===== src/hw/rtl/fstk_ram.sv =====
`default_nettype none

module fstk_ram #(
  parameter int WIDTH = 8,
  parameter int DEPTH = 64
) (
  input  logic                     clk,
  input  logic                     wr_en,
  input  logic [$clog2(DEPTH)-1:0] wr_addr,
  input  logic [WIDTH-1:0]         wr_data,
  input  logic [$clog2(DEPTH)-1:0] rd_addr,
  output logic [WIDTH-1:0]         rd_data
);

  logic [WIDTH-1:0] mem [DEPTH];
  logic [WIDTH-1:0] rd_data_r;

  always_ff @(posedge clk) begin
    if (wr_en) begin
      mem[wr_addr] <= wr_data;
    end
    rd_data_r <= mem[rd_addr];
  end

  assign rd_data = rd_data_r;

endmodule

`default_nettype wire


===== config.mk =====
export PLATFORM = sky130hd
export DESIGN_NAME = fstk_ram
export DESIGN_NICKNAME = d
export VERILOG_FILES = /design/src/hw/rtl/fstk_ram.sv
export SDC_FILE = /design/constraint.sdc
export NUM_CORES = 1
export LEC_CHECK = 0
export BUFFER_PORTS_ARGS = -buffer_cell sky130_fd_sc_hd__buf_2
export CAP_MARGIN = 40
export CORE_MARGIN = 1
export CORE_UTILIZATION = 45
export DETAILED_ROUTE_END_ITERATION = 10
export PLACE_DENSITY_LB_ADDON = 0.2
export SLEW_MARGIN = 0
export SYNTH_ARGS = -nofsm -noshare
export SYNTH_HDL_FRONTEND = slang
export SYNTH_SLANG_ARGS = --single-unit

===== constraint.sdc =====
create_clock -name clk -period 2.8 [get_ports clk]
set_input_delay 0.56 -clock clk [delete_from_list [all_inputs] [get_ports clk]]
set_output_delay 0.56 -clock clk [all_outputs]
set_load 0.01 [all_outputs]

Word level (Yosys, flattened, before mapping):

Memory sizes are Yosys's and may differ from the RTL's. A register that Yosys moved wholly into a read port is not among the register bits.
Cells that the tools add are included.

* bits in registers: 0
* bits in writable memories: 512
* input port bits: 22
* output and inout bits: 8
* word-level logic and storage cells: 3
* memories kept: 1

* mux-type cells: 2

Memory list
* mem: depth 64, width 8, rd ports 1, clocked after memory_dff 1, write ports 1, RTL line 15 `logic [WIDTH-1:0] mem [DEPTH];`

Operator list (count)
* $mux W1: 2

Depth between registers and ports, before layout:

Gate-level depths: netlist of the first run.

* depth after elaboration: 2
* mapped depth: 9
* depth with buffers taken out: 5

Worst setup path before layout of the first run:

Ideal clock, no wire load.

* path kind: input to register
* start point: input rd_addr[1]
* end point: register rd_data_r[3] (netlist: rd_data[3]) (read register of mem)
* setup time: 0.128 ns
* arrival: 2.100 ns
* data required time: 2.672 ns
* path slack: 0.572 ns
* stages: 7
* path buffers: 3
* cells stage by stage: buf_4 buf_2 buf_2 mux4_2 mux4_2 o21ai_1 o41ai_1

RTL lines
* start, declared: RTL line 11 `input logic [$clog2(DEPTH)-1:0] rd_addr,`
* end, declared: RTL line 16 `logic [WIDTH-1:0] rd_data_r;`

==> key figures, run 1 <==
Placement
  • Port Buffers: 29
  • Post-DP HPWL: 29800 µm
  • Gpl congestion: slightly above 0.8

Critical path
  • CP Data Required Time: 3.26 ns
  • Reg2reg start: mem[21][4]
  • Worst setup SP type: primary input
  • CP Capture Type: register
  • Crit-path slowest cell: mux4_2
  • Cell chain of the critical path: clkbuf_8 -> buf_12 -> buf_12 -> mux4_2 -> mux4_2 -> nor2_1 -> o32ai_1
  • CP bufs+invs: 3
  • WP data arrival: 2.54 ns
  • Worst path top cell family by delay: multiplexers
  • Reg2Reg Depth: 6
  • CP max FO: 17
  • Reg2reg setup slack: 0.75 ns
  • Setup CP Type: in -> reg
  • Crit. Startpoint: rd_addr[0]
  • Crit path largest cell delay: between 0.5 and 0.6 ns
  • Reg2reg end: rd_data[4]

STA
  • Worst rel slew slack: 52.4%
  • Hold Fails Final Rpt: 0
  • FMAX: 0.481 GHz
  • Final period utilization: 74.2%
  • Fin. max-slew vios: 0
  • Fin crit period: 2.08 ns
  • Worst Tran Pin Value: 0.714 ns
  • Clk_skew: 0.0205 ns
  • RSZ-0062 raised after global routing: no
  • TNS Setup: 0 ns
  • Min Hold Slack: roughly 0.38 ns
  • Endpoints failing setup: 0

Min path
  • Hold EP: mem[57][6]
  • Hold path start: wr_data[6]
  • Worst Hold Class: in -> reg
  • WHS Path Cells: 1

Drt
  • WL final: 46100 µm
  • DRT met1 WL: 20100 µm
  • DR vias/cell: approximately 5.6
  • Post-DRT Antenna Nets: 0
  • DR pass1 iterations: 5
  • Wire length on met2: 21700 µm
  • WL met3: around 2700 µm
  • DRC Markers: 0
  • DR iter-0 viols: around 900
  • Via count: 9732
  • Highest metal used: met5
  • WL/cell: 26.6 µm

Power
  • PD cells: 692 nW/µm²
  • VDD IR max: 0.000580 V
  • Pleak: between 7 and 8 nW
  • Net load switching power: 3.32 mW
  • Switching Share: 20.4%
  • Cell Int Power: 12.9 mW
  • Reg power frac: between 50% and 60%
  • Comb pwr share: 5.4%
  • Clock share of power: 41.5%

Die
  • Num rows: 77
  • Chip Width: 214 µm
  • I/O Pins: 30
  • Die Y: 214 µm
  • Die area: 45700 µm²
  • Floorplan Core Area: 44200 µm²
  • Starting Density: approximately 46%

Yosys
  • Register area share after synthesis: 77.0%
  • Largest area contributor in the netlist: edfxtp_1
  • Share of the synthesized area in the top cell type: about three quarters
  • Number of synthesized flops with an enable pin: between 500 and 600
  • Most frequent cells after synthesis: edfxtp_1 (512), mux4_2 (126), nor2_1 (83), mux2i_1 (23), nand2_1 (19)
  • Synth warn: 0
  • Avg Cell Area, Syn: 21.5 µm²
  • Synth Register Bits: 520
  • Syn_nets: approximately 960
  • Post-synth ARST share: 0%
  • Primary FF master, synth: edfxtp_1
  • Top post-synthesis cells by area: edfxtp_1 (76%), mux4_2 (14%), nor2_1 (1.5%)
  • Synth Cell Area: 20200 µm²
  • Most frequent cell after synthesis: edfxtp_1
  • Cells after synthesis: 940
  • Count of cell types in the netlist: 40

Clocking
  • CTS tree: built
  • Clock slew at reported path FFs: about 0.060 ns
  • Post-cts resize count: 0
  • Clk_lat worst skew: 0.59 ns
  • H-Tree Depth: 2
  • Number of buffers created by CTS: 52
  • Root Buffer: clkbuf_16
  • Clock sinks: 520
  • # hold bufs at CTS: 0
  • Clock buffer depth: 3
  • Setup Buffers After CTS: 0

Global route
  • Overflow after GRT: 0
  • Antenna violations before repair: 4
  • All-Layer GR Usage: 20.8%
  • Largest net degree at the start of global routing: 65
  • First-pass GRT wire length: approximately 67000 µm
  • Number of global-route vias before repair: 9957

Cells and area
  • Layout cells sized above 1: between 30% and 40%
  • Nets: roughly 1100
  • Layout area overhead: 16.6%
  • Fillers: between 3000 and 4000

Flow run
  • Max-Cap Viols: 0

Status
  • Status: completed
-- flip-flops by register name, indices dropped and copies added (netlist names) --
name / count
rd_data: 8
mem: 512
-- power by group through the flow --
stage,registers (mW),logic (mW),clock network (mW)
final,8.65,0.873,6.75
after global routing,8.64,0.931,7.15
after CTS,8.65,0.884,6.87
after detailed placement,8.81,0.882,0
after global placement,8.81,0.872,0
after floorplan,8.80,0.459,0
-- worst max-delay path by stage --
stage / cells past startpoint / to / slack, ns
finish: 7 / rd_data[6] / 0.72
global route: 7 / rd_data[6] / 0.65
CTS: 7 / rd_data[6] / 0.74
detailed placement: 7 / rd_data[6] / 0.12
global placement: 7 / rd_data[6] / 0.09
floorplan: 7 / rd_data[3] / 0.57
-- cells by family after synthesis --
logic type,synth area share (%)
flip-flops,77.0
AND/OR/NAND/NOR,3.39
buffers and inverters,1.57
AO/OA/AOI/OAI,2.07
multiplexers,15.9
-- per-layer routing --
layer / vias to the layer above / GRT usage [%]
met5: - / 0
li1: 4253 / -
met4: 2 / 8.00
met1: 5127 / 29.4
met3: 74 / 3.88
met2: 276 / 32.5
-- metrics by stage --
stage | util, % | worst slack (ns) | area (µm²) | std cells | power, mW
global route | 53.2 | 0.646 | 23500 | 1729 | 16.7
CTS | 53.2 | 0.739 | 23500 | 1729 | 16.4
finish | 53.2 | 0.721 | 23500 | 1732 | 16.3
detailed placement | 49.5 | 0.121 | 21900 | 1639 | 9.69
floorplan | - | 0.572 | 20200 | 940 | 9.26
global placement | 49.4 | 0.0945 | 21900 | 1638 | 9.68
-- layout make-up --
cell class                      instances  area (µm²)  area share [%]
Sequential cell                       520       15500            66.0
Multi-Input combinational cell        369        4320            18.3
Clock buffer                           71        1410            6.01
Timing Repair Buffer                  158        1290            5.48
Tap cell                              592         741            3.15
Clock inverter                         19         220           0.936
Antenna cell                            3        7.51          0.0319
-- layout by cell type, fill, tap and decap left out, types with 2 or more instances in the layout --
| cell | Yosys | final |
|---|---|---|
| edfxtp_1 | 512 | 512 |
| mux4_2 | 126 | 126 |
| buf_4 | 13 | 118 |
| nor2_1 | 83 | 83 |
| clkbuf_16 | 0 | 53 |
| buf_2 | 11 | 26 |
| mux2i_1 | 23 | 23 |
| nand2_1 | 19 | 19 |
| clkbuf_1 | 17 | 16 |
| nor2b_1 | 14 | 14 |
| mux2_2 | 13 | 13 |
| nand3_1 | 13 | 13 |
| buf_12 | 2 | 13 |
| o221ai_1 | 8 | 8 |
| o22ai_1 | 8 | 8 |
| dfxtp_1 | 8 | 8 |
| nand2b_1 | 7 | 7 |
| nor3_1 | 7 | 7 |
| clkinv_1 | 0 | 7 |
| a221oi_1 | 6 | 6 |
| clkinv_2 | 0 | 5 |
| bufinv_16 | 0 | 5 |
| a211oi_1 | 4 | 4 |
| diode_2 | 0 | 3 |
| nand3b_1 | 3 | 3 |
| a21oi_1 | 3 | 3 |
| a22oi_1 | 3 | 3 |
| o2111ai_1 | 3 | 3 |
| o2bb2ai_1 | 3 | 3 |
| clkbuf_8 | 0 | 3 |
| o221a_2 | 2 | 2 |
| nor4_1 | 2 | 2 |
| o32ai_1 | 2 | 2 |
| a2111oi_0 | 2 | 2 |
| o21a_1 | 2 | 2 |
| o21ai_1 | 2 | 2 |
| o41ai_1 | 2 | 2 |
| nand4_1 | 2 | 2 |
| o21ai_0 | 2 | 2 |
Power figures use the tool's default switching activity.
==> inputs of run 2 (changes only) <==
clock period = 1.95 ns   (was 2.8 ns; I/O delays follow)
==> key figures, run 2 (same netlist as run 1, synthesis figures left out) <==
Status
  • Status: completed

Cells and area
  • Top reg by flops: mem
  • Layout cells sized above 1: 35.4% (+3.3 points)
  • Most frequent cells in the layout: edfxtp_1 (512), buf_4 (163), mux4_2 (126), nor2_1 (83), clkbuf_16 (53)
  • Cell area after layout: 23900 µm² (+1.7%)
  • Fillers: 3381 (-2.5%)
  • Nets: 1166 (+3.8%)
  • Non-filler cells, final: 1780 (+2.8%)
  • Final Util: 54.1% (+0.90 points)
  • Layout area overhead: 18.6%
  • Max FFs per register: 512 (unchanged)
  • Most common cell after layout, fill and taps aside: edfxtp_1

Placement
  • Placed instance area: 22200 µm² (+1.4%)
  • DP Worst Slack: -0.578 ns (-0.700 ns)
  • Gpl congestion: 0.846 (+3.7%)
  • Port Buffers: 29 (unchanged)
  • Post-DP HPWL: 30000 µm (+0.58%)
  • Placed cells: 1682 (+2.6%)

STA
  • Endpoints failing setup: 0 (unchanged)
  • RSZ-0062 raised after global routing: yes
  • Fin. max-slew vios: 0 (unchanged)
  • FMAX: 0.521 GHz
  • Hold Fails Final Rpt: 0 (unchanged)
  • Clk_skew: 0.0126 ns (-0.00781 ns)
  • Fin crit period: 1.92 ns
  • Worst Tran Pin Value: 0.786 ns (+0.0721 ns)
  • Worst rel slew slack: 47.6% (-4.8 points)
  • Final period utilization: between 90% and 100%
  • Worst setup margin: 0.0311 ns (-0.690 ns)

Drt
  • DR vias/cell: 5.66 (+0.78%)
  • DR pass1 iterations: 5 (unchanged)
  • Post-DRT Antenna Nets: 0 (unchanged)
  • Via count: 10100 (+3.6%)
  • DRC Markers: 0 (unchanged)
  • WL/cell: 26.3 µm (-1.2%)
  • WL final: 46800 µm (+1.6%)
  • DR iter-0 viols: 956 (+6.3%)

Clocking
  • Clock sinks: 520 (unchanged)
  • Setup Buffers After CTS: 0 (unchanged)
  • Clock buffer depth: 3 (unchanged)
  • Clk_lat worst skew: 0.59 ns (about the same)
  • CTS tree: built
  • # hold bufs at CTS: 0 (unchanged)
  • H-Tree Depth: 2 (unchanged)
  • Number of buffers created by CTS: 52 (unchanged)
  • Root Buffer: clkbuf_16
  • Clock slew at reported path FFs: 0.06 ns (about the same)

Die
  • Num rows: 77 (unchanged)
  • I/O Pins: 30 (unchanged)
  • Chip Width: 214 µm (unchanged)
  • Starting Density: 45.6% (unchanged)
  • Floorplan Core Area: 44200 µm² (unchanged)
  • Die area: 45700 µm² (unchanged)
  • Die Y: 214 µm (unchanged)

Flow run
  • Max-Cap Viols: 0 (unchanged)

Global route
  • Largest net degree at the start of global routing: 65 (unchanged)
  • All-Layer GR Usage: 21.2% (+0.36 points)
  • First-pass GRT wire length: 68100 µm (+1.9%)
  • Number of global-route vias before repair: 10300 (+3.3%)
  • Overflow after GRT: 0 (unchanged)
  • Antenna violations before repair: 3 (-1)

Critical path
  • CP max FO: 1 (-16)
  • Reg2reg setup slack: 0.03 ns (-0.72 ns)
  • Reg2Reg Depth: 6 (unchanged)
  • Crit-path slowest cell: mux4_2
  • CP Capture Type: register
  • WP data arrival: 2.39 ns (-0.15 ns)
  • Worst setup SP type: register
  • Reg2reg end: rd_data[4]
  • Crit path largest cell delay: 0.48 ns (-0.04 ns)
  • Cell chain of the critical path: mux4_2 -> mux2_4 -> o221a_4 -> nor3_4 -> buf_4 -> o32ai_1
  • CP Data Required Time: 2.43 ns (-0.83 ns)
  • Setup CP Type: reg -> reg
  • Reg2reg start: mem[29][4]

Power
  • VDD IR max: 0.000685 V (+18%)
  • Final Power: 23.6 mW (+45%)
  • PD cells: 988 nW/µm² (+43%)
  • Pleak: 7.82 nW (+3.0%)

Min path
  • Hold EP: rd_data[5]
  • Hold path start: rd_addr[5]
  • WHS Path Cells: 2 (+1)
  • Worst Hold Class: in -> reg
run 2: changes by cell type in the layout (fill, tap and decap cells not counted), moves of 3 or more:
cell        previous run  this run
clkinv_1               7        11
buf_4                118       163
clkbuf_1              16        10
clkinv_2               5         9
clkinvlp_4             1         4
run 2: through the flow:
stage | setup TNS, ns | hold slack, ns
floorplan | 0 | 0.489
global placement | -4.07 | 0.759
detailed placement | -4.15 | 0.769
CTS | 0 | 0.138
global route | -0.00877 | 0.157
finish | 0 | 0.164
run 2: how the worst max path moves through the flow:
| stage | startpoint | end | slack, ns | cells past startpoint |
|---|---|---|---|---|
| after global routing | mem[29][4] | rd_data[4] | -0.009 | 6 |
| final | mem[29][4] | rd_data[4] | 0.03 | 6 |
| after floorplan | rd_addr[0] | rd_data[0] | 0.002 | 7 |
| after CTS | mem[29][4] | rd_data[4] | 0.004 | 6 |
| after global placement | rd_addr[0] | rd_data[5] | -0.66 | 7 |
| after detailed placement | rd_addr[0] | rd_data[7] | -0.58 | 7 |
run 2: repair_timing:
item                                    in CTS  in global routing
pin swaps                                    1                  1
endpoints found under the setup margin       2                  5
resized for setup                            4                  8
run 2: cell type report:
| type | count | area (µm²) | area share, % |
|---|---|---|---|
| repair buffers | 201 | 1590 | 6.64 |
| clock inverters | 32 | 314 | 1.31 |
| diodes | 3 | 7.51 | 0.0314 |
| flip-flops and latches | 520 | 15500 | 64.9 |
| clock buffers | 63 | 1360 | 5.70 |
| well taps | 592 | 741 | 3.10 |
| multi-input cells | 369 | 4370 | 18.3 |
run 2: power breakdown:
group	internal, mW	switching, mW
clock network	5.76	4.12
registers	12.4	0.0494
logic	0.572	0.754
run 2: routing by layer:
metal	vias up	routed length [µm]	share of wire, %	global-route usage, %
met2	379	22700	49	33.6
met4	0	1010	2.2	6.92
li1	4329	-	-	-
met1	5300	19700	42	30.3
met3	72	3370	7.2	3.31
met5	-	0	0	0
run 2: critical path: cells and delay by family, from the launching register on:
kind	cells	cell delay [ns]
AND/OR/NAND/NOR	1	0.17
buffers and inverters	1	0.14
flip-flops	1	0.37
multiplexers	2	0.76
AO/OA/AOI/OAI	2	0.35
